===== src/hdl/mms_pkg.sv =====
// Shared types and constants for the modulation mode sequencer.
// Holds the microcode formats, the sequencer/datapath interface structs and widths.
// No dependencies.
package mms_pkg;

	localparam int DWELL_BITS      = 32;
	localparam int BLEND_FRAC_BITS = 16;
	localparam int BLEND_W         = BLEND_FRAC_BITS + 1;
	localparam int FREQ_W          = 16;
	localparam int STEP_W          = 16;
	localparam int CFG_W           = 16;
	localparam int MS_TO_US        = 1000;
	// milliseconds scaled to microseconds
	localparam int THR_W           = CFG_W + $clog2(MS_TO_US);
	localparam int CMP_W           = (DWELL_BITS > THR_W) ? DWELL_BITS : THR_W;
	localparam int NUM_W           = STEP_W + BLEND_FRAC_BITS;
	localparam int QUO_W           = BLEND_FRAC_BITS + 1;
	localparam int HI_W            = NUM_W - QUO_W;
	localparam int REM_W           = THR_W + 1;
	localparam int QCNT_W          = $clog2(QUO_W + 1);
	localparam int UA_W            = 4;
	localparam int IN_TDATA_W      = 40;
	localparam int OUT_TDATA_W     = 24;

	localparam logic [BLEND_W-1:0] BLEND_ONE = BLEND_W'(1) << BLEND_FRAC_BITS;

	typedef enum logic [1:0] {
		REG_ENTER_FREQ = 2'd0,
		REG_EXIT_FREQ  = 2'd1,
		REG_MIN_DWELL  = 2'd2,
		REG_FADE       = 2'd3
	} reg_idx_t;

	typedef enum logic [3:0] {
		OP_NOP,
		OP_CLEAR,
		OP_STEADY,
		OP_ARM,
		OP_DIV_INIT,
		OP_DIV_STEP,
		OP_INC,
		OP_RAMP,
		OP_HARD,
		OP_COMMIT
	} op_t;

	typedef enum logic [2:0] {
		COND_NEVER,
		COND_ALWAYS,
		COND_DISABLED,
		COND_PENDING,
		COND_FADE_ZERO,
		COND_DIV_MORE
	} cond_t;

	typedef struct packed {
		op_t             op;
		cond_t           cond;
		logic [UA_W-1:0] target;
		logic            last;
	} ucode_t;

	typedef struct packed {
		logic exec;
		op_t  op;
	} mms_ctrl_t;

	typedef struct packed {
		logic disabled;
		logic pending;
		logic fade_zero;
		logic div_more;
	} mms_status_t;

	typedef enum logic {
		SEQ_IDLE,
		SEQ_RUN
	} seq_state_t;

endpackage


===== src/hdl/modulation_mode_sequencer.sv =====
// Top level of the modulation mode sequencer: stream ports, config registers, output register.
// Depends on mms_pkg, mms_sequencer and mms_datapath.
//
//  Channel   Signals                                   Carries
//  s_axis    s_axis_tvalid/tready/tdata[39:0]          one control tick per item
//  m_axis    m_axis_tvalid/tready/tdata[23:0]          one mode/blend result per tick
//  cfg       cfg_we, cfg_index[1:0], cfg_data[15:0]    thresholds, dwell and fade times
//
// Each item runs a steady update, a clear when disabled or the step is zero, a
// crossfade ramp (the restoring divider for the ramp step retires one quotient bit
// per cycle, 17 bits), or a hard switch. The result is registered in the cycle after
// the final step, and the next item is accepted in that same cycle. Reset clears all
// mode state and loads the register defaults. A stalled output holds the sequencer on
// its final step; a new item is accepted only while the sequencer is idle, even if a
// result still waits.
module modulation_mode_sequencer import mms_pkg::*; (
	input  logic                   clk,
	input  logic                   arst_n,
	input  logic                   s_axis_tvalid,
	output logic                   s_axis_tready,
	// [0] enable, [16:1] step_us, [32:17] elec_freq, [39:33] zero
	input  logic [IN_TDATA_W-1:0]  s_axis_tdata,
	output logic                   m_axis_tvalid,
	input  logic                   m_axis_tready,
	// [0] mode, [1] source_mode, [2] target_mode, [19:3] blend,
	// [20] transition_active, [23:21] zero
	output logic [OUT_TDATA_W-1:0] m_axis_tdata,
	input  logic                   cfg_we,
	input  logic [1:0]             cfg_index,
	input  logic [CFG_W-1:0]       cfg_data
);

	// configuration; times are kept in microseconds
	logic signed [FREQ_W-1:0] enter_freq_q;
	logic signed [FREQ_W-1:0] exit_freq_q;
	logic [THR_W-1:0]         min_dwell_us_q;
	logic [THR_W-1:0]         fade_us_q;
	logic [THR_W-1:0]         cfg_us;

	// captured input item
	logic                     enable_q;
	logic [STEP_W-1:0]        step_us_q;
	logic signed [FREQ_W-1:0] elec_freq_q;

	logic                     out_valid_q;
	logic [OUT_TDATA_W-1:0]   out_data_q;
	logic                     done_s1;

	mms_ctrl_t                ctrl;
	mms_status_t              status;
	logic                     seq_idle;
	logic                     seq_done;
	logic                     in_take;

	logic                     mode;
	logic                     source_mode;
	logic                     target_mode;
	logic [BLEND_W-1:0]       blend;
	logic                     transition_active;

	assign cfg_us = THR_W'(cfg_data) * THR_W'(MS_TO_US);

	always_ff @(posedge clk or negedge arst_n) begin
		if (!arst_n) begin
			enter_freq_q   <= FREQ_W'(32767);
			exit_freq_q    <= '0;
			min_dwell_us_q <= '0;
			fade_us_q      <= '0;
		end else if (cfg_we) begin
			case (reg_idx_t'(cfg_index))
				REG_ENTER_FREQ: enter_freq_q   <= cfg_data;
				REG_EXIT_FREQ:  exit_freq_q    <= cfg_data;
				REG_MIN_DWELL:  min_dwell_us_q <= cfg_us;
				REG_FADE:       fade_us_q      <= cfg_us;
				default: begin
				end
			endcase
		end
	end

	assign s_axis_tready = seq_idle;
	assign in_take       = s_axis_tvalid && s_axis_tready;

	// latch the tick fields; they stay put while the program runs
	always_ff @(posedge clk) begin
		if (in_take) begin
			enable_q    <= s_axis_tdata[0];
			step_us_q   <= s_axis_tdata[STEP_W:1];
			elec_freq_q <= s_axis_tdata[STEP_W+FREQ_W:STEP_W+1];
		end
	end

	mms_sequencer u_seq (
		.clk     (clk),
		.arst_n  (arst_n),
		.start   (in_take),
		.out_busy(out_valid_q && !m_axis_tready),
		.status  (status),
		.ctrl    (ctrl),
		.idle    (seq_idle),
		.done    (seq_done)
	);

	mms_datapath u_dp (
		.clk              (clk),
		.arst_n           (arst_n),
		.ctrl             (ctrl),
		.status           (status),
		.enable           (enable_q),
		.step_us          (step_us_q),
		.elec_freq        (elec_freq_q),
		.enter_freq       (enter_freq_q),
		.exit_freq        (exit_freq_q),
		.min_dwell_us     (min_dwell_us_q),
		.fade_us          (fade_us_q),
		.mode             (mode),
		.source_mode      (source_mode),
		.target_mode      (target_mode),
		.blend            (blend),
		.transition_active(transition_active)
	);

	// the final step writes the datapath at the same edge; capture in the cycle after
	always_ff @(posedge clk or negedge arst_n) begin
		if (!arst_n) begin
			done_s1 <= 1'b0;
		end else begin
			done_s1 <= seq_done;
		end
	end

	// output register: drop valid once taken, load once the program's writes have landed
	always_ff @(posedge clk or negedge arst_n) begin
		if (!arst_n) begin
			out_valid_q <= 1'b0;
		end else if (done_s1) begin
			out_valid_q <= 1'b1;
		end else if (m_axis_tready) begin
			out_valid_q <= 1'b0;
		end
	end

	always_ff @(posedge clk) begin
		if (done_s1) begin
			out_data_q <= OUT_TDATA_W'({transition_active, blend, target_mode,
				source_mode, mode});
		end
	end

	assign m_axis_tvalid = out_valid_q;
	assign m_axis_tdata  = out_data_q;

endmodule


===== src/hdl/mms_divider.sv =====
// Restoring divider, one quotient bit per cycle while step_en is high, for the blend ramp step.
// Depends on mms_pkg for widths.
module mms_divider import mms_pkg::*; (
	input  logic              clk,
	input  logic              arst_n,
	input  logic              init,
	input  logic              step_en,
	input  logic [HI_W-1:0]   dividend_hi,
	input  logic [QUO_W-1:0]  dividend_lo,
	input  logic [THR_W-1:0]  divisor,
	output logic [QUO_W-1:0]  quotient,
	output logic              rem_nz,
	output logic              more
);

	logic [REM_W-1:0]  rem_q;
	logic [QUO_W-1:0]  lo_q;
	logic [QUO_W-1:0]  quo_q;
	logic [QCNT_W-1:0] cnt_q;
	logic [REM_W-1:0]  trial;
	logic              fits;

	// shift in the next dividend bit, then try the subtract
	assign trial = {rem_q[REM_W-2:0], lo_q[QUO_W-1]};
	assign fits  = trial >= REM_W'(divisor);

	always_ff @(posedge clk or negedge arst_n) begin
		if (!arst_n) begin
			cnt_q <= '0;
		end else if (init) begin
			cnt_q <= QCNT_W'(QUO_W);
		end else if (step_en) begin
			cnt_q <= cnt_q - QCNT_W'(1);
		end
	end

	always_ff @(posedge clk) begin
		if (init) begin
			rem_q <= REM_W'(dividend_hi);
			lo_q  <= dividend_lo;
			quo_q <= '0;
		end else if (step_en) begin
			rem_q <= fits ? (trial - REM_W'(divisor)) : trial;
			lo_q  <= {lo_q[QUO_W-2:0], 1'b0};
			quo_q <= {quo_q[QUO_W-2:0], fits};
		end
	end

	assign quotient = quo_q;
	assign rem_nz   = rem_q != '0;
	assign more     = cnt_q != QCNT_W'(1);

endmodule


===== src/hdl/mms_datapath.sv =====
// Datapath of the mode sequencer: mode state, dwell counter, blend level.
// Executes one micro-op per cycle while ctrl.exec is high; depends on mms_pkg and mms_divider.
module mms_datapath import mms_pkg::*; (
	input  logic                      clk,
	input  logic                      arst_n,
	input  mms_ctrl_t                 ctrl,
	output mms_status_t               status,
	input  logic                      enable,
	input  logic [STEP_W-1:0]         step_us,
	input  logic signed [FREQ_W-1:0]  elec_freq,
	input  logic signed [FREQ_W-1:0]  enter_freq,
	input  logic signed [FREQ_W-1:0]  exit_freq,
	input  logic [THR_W-1:0]          min_dwell_us,
	input  logic [THR_W-1:0]          fade_us,
	output logic                      mode,
	output logic                      source_mode,
	output logic                      target_mode,
	output logic [BLEND_W-1:0]        blend,
	output logic                      transition_active
);

	logic                  cur_q, from_q, to_q, pending_q, active_q, sat_q;
	logic [DWELL_BITS-1:0] dwell_q;
	logic [BLEND_W-1:0]    blend_q;
	logic [BLEND_W-1:0]    inc_q;

	logic [NUM_W-1:0]      num;
	logic [HI_W-1:0]       num_hi;
	logic [QUO_W-1:0]      quo;
	logic                  rem_nz;
	logic                  div_more;
	logic [DWELL_BITS:0]   dwell_sum;
	logic [DWELL_BITS-1:0] dwell_sat;
	logic                  seek;
	logic [QUO_W:0]        inc_raw;
	logic [BLEND_W:0]      blend_up;
	logic [BLEND_W-1:0]    mode_blend;
	logic                  op_en;

	assign op_en  = ctrl.exec;
	assign num    = {step_us, {BLEND_FRAC_BITS{1'b0}}};
	assign num_hi = num[NUM_W-1:QUO_W];

	mms_divider u_div (
		.clk        (clk),
		.arst_n     (arst_n),
		.init       (op_en && ctrl.op == OP_DIV_INIT),
		.step_en    (op_en && ctrl.op == OP_DIV_STEP),
		.dividend_hi(num_hi),
		.dividend_lo(num[QUO_W-1:0]),
		.divisor    (fade_us),
		.quotient   (quo),
		.rem_nz     (rem_nz),
		.more       (div_more)
	);

	assign dwell_sum  = {1'b0, dwell_q} + (DWELL_BITS+1)'(step_us);
	assign dwell_sat  = dwell_sum[DWELL_BITS] ? '1 : dwell_sum[DWELL_BITS-1:0];
	assign seek       = cur_q ? (elec_freq <= exit_freq) : (elec_freq >= enter_freq);
	assign inc_raw    = {1'b0, quo} + (QUO_W+1)'(rem_nz);
	assign blend_up   = {1'b0, blend_q} + {1'b0, inc_q};
	assign mode_blend = cur_q ? BLEND_ONE : '0;

	always_ff @(posedge clk or negedge arst_n) begin
		if (!arst_n) begin
			cur_q     <= 1'b0;
			from_q    <= 1'b0;
			to_q      <= 1'b0;
			pending_q <= 1'b0;
			active_q  <= 1'b0;
			dwell_q   <= '0;
			blend_q   <= '0;
		end else if (op_en) begin
			case (ctrl.op)
				OP_CLEAR: begin
					cur_q     <= 1'b0;
					from_q    <= 1'b0;
					to_q      <= 1'b0;
					pending_q <= 1'b0;
					active_q  <= 1'b0;
					dwell_q   <= '0;
					blend_q   <= '0;
				end
				OP_STEADY: begin
					from_q   <= cur_q;
					to_q     <= cur_q;
					active_q <= 1'b0;
					blend_q  <= mode_blend;
					dwell_q  <= seek ? dwell_sat : '0;
				end
				OP_ARM: begin
					if (CMP_W'(dwell_q) >= CMP_W'(min_dwell_us)) begin
						dwell_q   <= '0;
						pending_q <= 1'b1;
						to_q      <= ~cur_q;
					end
				end
				OP_RAMP: begin
					if (to_q && !from_q) begin
						if (blend_up >= (BLEND_W+1)'(BLEND_ONE)) begin
							blend_q   <= BLEND_ONE;
							pending_q <= 1'b0;
						end else begin
							blend_q <= blend_up[BLEND_W-1:0];
						end
					end else if (blend_q <= inc_q) begin
						blend_q   <= '0;
						pending_q <= 1'b0;
					end else begin
						blend_q <= blend_q - inc_q;
					end
				end
				OP_HARD: begin
					blend_q   <= to_q ? BLEND_ONE : '0;
					pending_q <= 1'b0;
				end
				OP_COMMIT: begin
					if (!pending_q) begin
						cur_q  <= to_q;
						from_q <= to_q;
					end
					active_q <= pending_q;
				end
				default: begin
				end
			endcase
		end
	end

	// ramp step scratch registers
	always_ff @(posedge clk) begin
		if (op_en && ctrl.op == OP_DIV_INIT) begin
			sat_q <= REM_W'(num_hi) >= REM_W'(fade_us);
		end
		if (op_en && ctrl.op == OP_INC) begin
			if (sat_q || inc_raw > (QUO_W+1)'(BLEND_ONE)) begin
				inc_q <= BLEND_ONE;
			end else begin
				inc_q <= inc_raw[BLEND_W-1:0];
			end
		end
	end

	assign status.disabled  = !enable || step_us == '0;
	assign status.pending   = pending_q;
	assign status.fade_zero = fade_us == '0;
	assign status.div_more  = div_more;

	assign mode              = cur_q;
	assign source_mode       = from_q;
	assign target_mode       = to_q;
	assign blend             = blend_q;
	assign transition_active = active_q;

endmodule


===== src/hdl/mms_sequencer.sv =====
// Microcode sequencer: step counter, control store and jump logic.
// Depends on mms_pkg for the control word and interface structs.
module mms_sequencer import mms_pkg::*; (
	input  logic        clk,
	input  logic        arst_n,
	input  logic        start,
	input  logic        out_busy,
	input  mms_status_t status,
	output mms_ctrl_t   ctrl,
	output logic        idle,
	output logic        done
);

	localparam logic [UA_W-1:0] UA_ENTRY  = UA_W'(0);
	localparam logic [UA_W-1:0] UA_CHK    = UA_W'(1);
	localparam logic [UA_W-1:0] UA_STEADY = UA_W'(2);
	localparam logic [UA_W-1:0] UA_ARM    = UA_W'(3);
	localparam logic [UA_W-1:0] UA_CLEAR  = UA_W'(4);
	localparam logic [UA_W-1:0] UA_RAMP   = UA_W'(5);
	localparam logic [UA_W-1:0] UA_DINIT  = UA_W'(6);
	localparam logic [UA_W-1:0] UA_DSTEP  = UA_W'(7);
	localparam logic [UA_W-1:0] UA_INC    = UA_W'(8);
	localparam logic [UA_W-1:0] UA_APPLY  = UA_W'(9);
	localparam logic [UA_W-1:0] UA_COMMIT = UA_W'(10);
	localparam logic [UA_W-1:0] UA_HARD   = UA_W'(11);

	function automatic ucode_t rom_word(input logic [UA_W-1:0] a);
		ucode_t w;
		w = '{op: OP_NOP, cond: COND_NEVER, target: UA_ENTRY, last: 1'b1};
		case (a)
			UA_ENTRY:  w = '{op: OP_NOP,      cond: COND_DISABLED,  target: UA_CLEAR,  last: 1'b0};
			UA_CHK:    w = '{op: OP_NOP,      cond: COND_PENDING,   target: UA_RAMP,   last: 1'b0};
			UA_STEADY: w = '{op: OP_STEADY,   cond: COND_NEVER,     target: UA_ENTRY,  last: 1'b0};
			UA_ARM:    w = '{op: OP_ARM,      cond: COND_NEVER,     target: UA_ENTRY,  last: 1'b1};
			UA_CLEAR:  w = '{op: OP_CLEAR,    cond: COND_NEVER,     target: UA_ENTRY,  last: 1'b1};
			UA_RAMP:   w = '{op: OP_NOP,      cond: COND_FADE_ZERO, target: UA_HARD,   last: 1'b0};
			UA_DINIT:  w = '{op: OP_DIV_INIT, cond: COND_NEVER,     target: UA_ENTRY,  last: 1'b0};
			UA_DSTEP:  w = '{op: OP_DIV_STEP, cond: COND_DIV_MORE,  target: UA_DSTEP,  last: 1'b0};
			UA_INC:    w = '{op: OP_INC,      cond: COND_NEVER,     target: UA_ENTRY,  last: 1'b0};
			UA_APPLY:  w = '{op: OP_RAMP,     cond: COND_NEVER,     target: UA_ENTRY,  last: 1'b0};
			UA_COMMIT: w = '{op: OP_COMMIT,   cond: COND_NEVER,     target: UA_ENTRY,  last: 1'b1};
			UA_HARD:   w = '{op: OP_HARD,     cond: COND_ALWAYS,    target: UA_COMMIT, last: 1'b0};
			default:   w = '{op: OP_NOP,      cond: COND_NEVER,     target: UA_ENTRY,  last: 1'b1};
		endcase
		return w;
	endfunction

	seq_state_t      state_q, state_d;
	logic [UA_W-1:0] pc_q, pc_d;
	ucode_t          word;
	logic            exec;
	logic            take;

	always_ff @(posedge clk or negedge arst_n) begin
		if (!arst_n) begin
			state_q <= SEQ_IDLE;
			pc_q    <= UA_ENTRY;
		end else begin
			state_q <= state_d;
			pc_q    <= pc_d;
		end
	end

	always_comb begin
		word    = rom_word(pc_q);
		state_d = state_q;
		pc_d    = pc_q;
		exec    = 1'b0;
		take    = 1'b0;
		case (word.cond)
			COND_ALWAYS:    take = 1'b1;
			COND_DISABLED:  take = status.disabled;
			COND_PENDING:   take = status.pending;
			COND_FADE_ZERO: take = status.fade_zero;
			COND_DIV_MORE:  take = status.div_more;
			default:        take = 1'b0;
		endcase
		case (state_q)
			SEQ_IDLE: begin
				if (start) begin
					state_d = SEQ_RUN;
					pc_d    = UA_ENTRY;
				end
			end
			SEQ_RUN: begin
				// hold the final step until the output register is free
				exec = !(word.last && out_busy);
				if (exec) begin
					if (word.last) begin
						state_d = SEQ_IDLE;
						pc_d    = UA_ENTRY;
					end else begin
						pc_d = take ? word.target : pc_q + UA_W'(1);
					end
				end
			end
			default: begin
				state_d = SEQ_IDLE;
				pc_d    = UA_ENTRY;
			end
		endcase
	end

	assign ctrl.exec = exec;
	assign ctrl.op   = word.op;
	assign idle      = state_q == SEQ_IDLE;
	assign done      = exec && word.last;

endmodule

===== config.mk =====
export PLATFORM = sky130hd
export DESIGN_NAME = modulation_mode_sequencer
export DESIGN_NICKNAME = d
export VERILOG_FILES = /design/src/hdl/mms_pkg.sv /design/src/hdl/modulation_mode_sequencer.sv /design/src/hdl/mms_divider.sv /design/src/hdl/mms_datapath.sv /design/src/hdl/mms_sequencer.sv
export SDC_FILE = /design/constraint.sdc
export NUM_CORES = 1
export LEC_CHECK = 0
export ABC_CLOCK_PERIOD_IN_PS = 5660
export BUFFER_PORTS_ARGS = -buffer_cell sky130_fd_sc_hd__clkbuf_2
export CAP_MARGIN = 20
export CORE_AREA = 2 2 183 185
export DETAILED_ROUTE_END_ITERATION = 7
export DIE_AREA = 0 0 185 187
export PLACE_DENSITY_LB_ADDON = 0.15
export REMOVE_ABC_BUFFERS = 1
export SETUP_SLACK_MARGIN = 0.5
export SYNTH_ARGS = -nofsm -noshare
export SYNTH_HDL_FRONTEND = slang
export SYNTH_HIERARCHICAL = 1
export SYNTH_SLANG_ARGS = --single-unit

===== constraint.sdc =====
create_clock -name clk -period 5.66 [get_ports clk]
set_clock_uncertainty 0.05 [all_clocks]
set_input_delay 0.849 -clock clk [delete_from_list [all_inputs] [get_ports clk]]
set_output_delay 0.849 -clock clk [all_outputs]
set_load 0.02 [all_outputs]

## Word level (Yosys, flattened, before mapping)

Memory sizes are Yosys's and may differ from the RTL's.
Cells that the tools add are included.

| cells by class | value |
|---|---|
| add/subtract/negate cells | 7 |
| bitwise gates (word level) | 2 |
| multipliers | 1 |
| equal/unequal tests | 24 |
| magnitude comparators | 8 |
| reductions and logical operators | 39 |
| muxes and demuxes | 42 |

Operators with widths:

| cell | count |
|---|---|
| 17-bit 2-to-1 mux | 7 |
| 32-bit 2-to-1 mux | 3 |
| 32-bit case mux with 3 select lines | 1 |
| 17-bit case mux with 4 select lines | 1 |
| 32-bit by 16-bit adder with 33-bit output | 1 |
| 32-bit by 26-bit greater-or-equal comparator with 1-bit output | 1 |
| 15-bit 2-to-1 mux | 2 |
| 27-bit by 26-bit greater-or-equal comparator with 1-bit output | 1 |
| 27-bit 2-to-1 mux | 1 |
| 27-bit nonzero test | 1 |
| 27-bit by 26-bit subtractor with 27-bit output | 1 |
| 15-bit by 26-bit greater-or-equal comparator with 1-bit output | 1 |
| 26-bit zero test | 1 |
| 16-bit by 7-bit multiplier with 23-bit output, second input constant | 1 |
| 17-bit by 1-bit adder with 18-bit output | 1 |
| 17-bit by 17-bit adder with 18-bit output | 1 |
| 18-bit by 17-bit greater-or-equal comparator with 1-bit output, second input constant | 1 |
| 18-bit by 17-bit > comparator with 1-bit output, second input constant | 1 |
| 17-bit <= comparator | 1 |
| 17-bit subtractor | 1 |
| 4-bit by 3-bit equality test with 1-bit output, second input constant | 4 |
| 16-bit greater-or-equal comparator | 1 |
| 16-bit <= comparator | 1 |
| 16-bit zero test | 1 |
| 34 further kinds | 87 |

| storage, ports and cells | value |
|---|---|
| output and inout port bits | 26 |
| memories | 1 |
| bits in registers | 261 |
| input bits | 63 |
| ROM bits | 192 |

Memory list:

| memory | depth | bits a word | rd ports | clocked after memory_dff | wr ports | line | text |
|---|---|---|---|---|---|---|---|
| (name not given) | 16 | 12 | 1 | 0 | 0 | mms_sequencer.sv:30 | `case (a)` |

## Longest topological paths before layout

| logic depth | value |
|---|---|
| depth after elaboration | 8 |
| depth in mapped cells | 16 |
| gate-level depth less buffers | 15 |

## Modules after synthesis

The synthesis kept the hierarchy.

By module, submodules not included:

| module | area each (um^2) | times used | cells each |
|---|---|---|---|
| mms_datapath | 8271.7 | 1 | 1070 |
| modulation_mode_sequencer | 7507.2 | 1 | 638 |
| mms_divider | 4521.8 | 1 | 497 |
| mms_sequencer | 583.1 | 1 | 75 |

## Worst setup path after synthesis

OpenSTA, ideal clock, no wires.

| timing | value |
|---|---|
| path type | input port to flip-flop |
| start point | in cfg_data[9] |
| end point | reg fade_us_q[23] |
| setup slack | 0.941 ns |
| setup time | 0.123 ns |
| required time | 5.487 ns |
| stages on the path | 15 |
| arrival | 4.546 ns |
| buffers on the path | 0 |
| path through | inv_1 -> fa_1 -> fa_1 -> inv_1 -> fa_1 -> inv_1 -> fa_1 -> inv_1 -> ha_1 -> nand2_2 -> o21a_1 -> o21a_1 -> and4_1 -> a211oi_1 -> nand2_1 |

| on the way | value |
|---|---|
| longest elaborated chain between the ends | 1 |

Ends and longest elaborated chain:

| what | line | text |
|---|---|---|
| start, declared | modulation_mode_sequencer.sv:30 | `input logic [CFG_W-1:0] cfg_data` |
| 16-bit by 7-bit multiplier with 23-bit output | modulation_mode_sequencer.sv:61 | `assign cfg_us = THR_W'(cfg_data) * THR_W'(MS_TO_US);` |
| end signal, assigned | modulation_mode_sequencer.sv:74 | `REG_FADE: fade_us_q <= cfg_us;` |
| end, declared | modulation_mode_sequencer.sv:37 | `logic [THR_W-1:0] fade_us_q;` |

Every way passes these cells.
A chain may end at the register's enable or synchronous reset.

## Worst setup path after layout

| timing | value |
|---|---|
| start point | in cfg_data[8] |
| end point | reg min_dwell_us_q[20] |

| on the way | value |
|---|---|
| longest elaborated chain between the ends | 1 |

Ends and longest elaborated chain:

| what | line | text |
|---|---|---|
| 16-bit by 7-bit multiplier with 23-bit output | modulation_mode_sequencer.sv:61 |  |
| end signal, assigned | modulation_mode_sequencer.sv:73 | `REG_MIN_DWELL: min_dwell_us_q <= cfg_us;` |
| end, declared | modulation_mode_sequencer.sv:36 | `logic [THR_W-1:0] min_dwell_us_q;` |

Every way passes these cells.

==> results by group <==
Status
  • Status: finished, final reports clean

Finish
  • # diodes: 0
  • Fillers: 2,632
  • Total Nets Final: 2,683
  • Non-filler cells, final: roughly 2,800
  • Ratio of cells with drive above 1 in the final layout: 11.0%
  • Core Util, Final: 69.1%
  • Synth-to-layout area growth: 8.71%

Synth
  • Flops & latches, synth: 277
  • Share of the synthesized area in the top cell type: roughly 15%
  • Simple logic cell fraction of the synthesized area: 15.7%
  • Seq/Total Area, Yosys: 35.1%
  • Xor and xnor area share after synthesis: 3.15%
  • Compound-Gate Fraction of Synth Area: 17.3%
  • Area leader, netlist: dfrtp_1
  • Post-Syn Instances: 2,280
  • Yosys cell types: 100
  • Largest family of logic cells by synthesized area: adder cells
  • Main flop type after synthesis: dfrtp_1
  • Synth Cell Area: 0.0209 mm²
  • Async S/R FF share, synth: 52.0%
  • Top post-synthesis cells by count: inv_1 (266), nand2_1 (265), ha_1 (212)
  • YS warnings: 6
  • Syn Area/Cell: 9.16 µm²
  • EDFF count, synth: 104
  • Mux share of post-synthesis cell area: 3.50%
  • Largest cells by area after synthesis: dfrtp_1 (15%), edfxtp_1 (15%), ha_1 (13%)
  • Most common cell in the netlist: inv_1
  • Post-Synth Adder-Cell Area: 18.3%

Pwr
  • Leak: 0.0101 µW
  • Power per cell area: 499 mW/mm²
  • VDD IR max: roughly 0.34 mV

Drt
  • DRC marker count from the first detailed-route iteration: 1,227
  • Mean routed wirelength per cell: 17.9 µm
  • Via count: 16,885
  • Via density: about 6
  • Residual DRC: 0
  • Final wirelength: just over 50,000 µm
  • 1st-pass router iterations: 7
  • Antenna-violating nets left: 0

GRT
  • M1 GR Usage: between 40% and 50%
  • Initial antenna violation count: 0
  • First-pass GRT wire length: between 80,000 and 90,000 µm
  • Overall routing resource usage: 29.9%
  • Vias in the first global route: 16,775
  • Gr ovfl total: 0
  • Grt met3 use: 2.20%
  • Pin count of the biggest net entering global routing: 59
  • Met2 Use GR: 51.4%
  • GR peak layer: met2

CTS
  • Worst-skew pair later-pin latency: approximately 600 ps
  • PostCTS Resize Cnt: 0
  • Num CTS Buffers: 30
  • Clock slew at the register clock pins of the worst setup and hold paths: ~60 ps
  • Maximum buffer depth of the clock tree: 3
  • Root buffer cell: clkbuf_16
  • Hold buffer count at CTS: 0
  • Post-CTS Setup Bufs: 0
  • CTS tree: built
  • H-tree depth: 1
  • CTS sink count: 277

STA
  • Min Clock Period, post-route: around 4600 ps
  • Slew headroom: 27.9%
  • Final Hold Vio Count: 0
  • Final period util: between 80 and 90%
  • Max Fclk: 218 MHz
  • # setup viols final: 0
  • Setup ws final: 1070 ps
  • Worst Tran Pin Value: 1080 ps
  • Unrepaired setup endpoints after global routing: no
  • Slew Viols, Final: 0

Worst setup path
  • Cell count of the worst reg-to-reg path: 9
  • Critical Path RT: ~6100 ps
  • Startpoint types: input port
  • Worst r2r src: u_dp/blend[4]
  • Reg-to-reg slack, setup: 1730 ps
  • Max FO, Critical Path: 5
  • CP Capture Type: register
  • Crit Path Class: in -> reg
  • RR Endpoint: u_dp/blend[10]
  • CP arrival: between 4000 and 5000 ps

Placement
  • Detailed placement HPWL: 38,100 µm
  • Setup WS pre-CTS: 495 ps
  • IO buf count: 78
  • Final GP Congestion: 0.906
  • Placed cells: 2,766

Floorplan
  • Num ports: 89
  • Die ar.: 0.0346 mm²
  • Height of the die: 187 µm
  • Site row count: 67
  • Die X: 185 µm
  • Core area: between 0.03 and 0.04 mm²
  • Initial Util: 63.6%

Flow run
  • Max Cap Viol: 0

Min path
  • Hold Crit Class: in -> async
## report_power, final
group	total, µW	switching, µW	internal (µW)
Clock	2010	840	1170
Sequential	3160	484	2680
Combinational	6150	3790	2350
Total	11300	5120	6200
## kinds of logic (layout without fill, tap and decap cells)
family,Yosys count,after routing
simple gates,688,688
other cells,2,31
xor+xnor,75,75
buf+inv,355,420
mux,67,67
flops,277,277
compound gates,546,546
fa+ha+maj,270,270
## worst max path at each step
stage / start / end / slack (ps) / depth (start not counted)
after global routing: cfg_data[9] / min_dwell_us_q[24] / 800 / 16
after CTS: cfg_data[10] / fade_us_q[23] / 1090 / 16
final: cfg_data[8] / min_dwell_us_q[20] / 1070 / 14
after detailed placement: cfg_data[10] / fade_us_q[23] / 490 / 16
after floorplan: u_seq/pc_q[2] / u_dp/u_div/rem_q[0] / -600 / 8
after global placement: cfg_data[9] / fade_us_q[23] / 510 / 16
## layout make-up
type | count | area [µm²] | area share (%)
multi-input combinational | 1677 | 12300 | 54.0
sequential | 277 | 7330 | 32.3
inverter | 267 | 1000 | 4.41
clock buffer | 35 | 779 | 3.43
tap | 448 | 561 | 2.47
timing repair buffer | 97 | 539 | 2.38
clock inverter | 21 | 243 | 1.07
## sequential cells by signal, summed over array words and instances, names as in the netlist, 21 cells and up
signal            flops
fade_us_q            23
u_dp/dwell_q         32
u_dp/u_div/rem_q     27
m_axis_tdata         21
min_dwell_us_q       23
## layer usage
layer | wire [µm] | share of wire, %
met1 | 22100 | 44
met4 | 1380 | 2.7
met2 | 24800 | 49
met5 | 0 | 0
met3 | 2170 | 4.3
## placed cells by master (no fill, tap or decap), types with 38 or more instances in the layout
cell and instances:
inv_1 266, nand2_1 265, ha_1 212, nor2_1 136
o21ai_0 134, dfrtp_1 129, a21oi_1 127, edfxtp_1 104
clkbuf_2 77, fa_1 58, xnor2_1 49, nand3_1 45
mux2_2 38
## worst max-delay path, cell delays in order
cell,delay [ps]
clkbuf_2,120
inv_1,270
fa_1,510
fa_1,550
fa_1,440
fa_1,520
inv_1,40
ha_1,380
a21oi_2,220
a32oi_1,150
a21oi_1,370
o21bai_1,130
xnor2_1,290
o21ai_0,140
## stage by stage
| stage | total power, µW | hold WS [ps] | TNS (ps) | area (µm²) |
|---|---|---|---|---|
| after floorplan | 7570 | 375 | -23200 | 20500 |
| after global placement | 9050 | 398 | 0 | 21700 |
| after detailed placement | 9220 | 389 | 0 | 21700 |
| after CTS | 11300 | 152 | 0 | 22700 |
| after global routing | 12200 | 176 | 0 | 22700 |
| final | 11300 | 149 | 0 | 22700 |
Power figures use the tool's default switching activity.
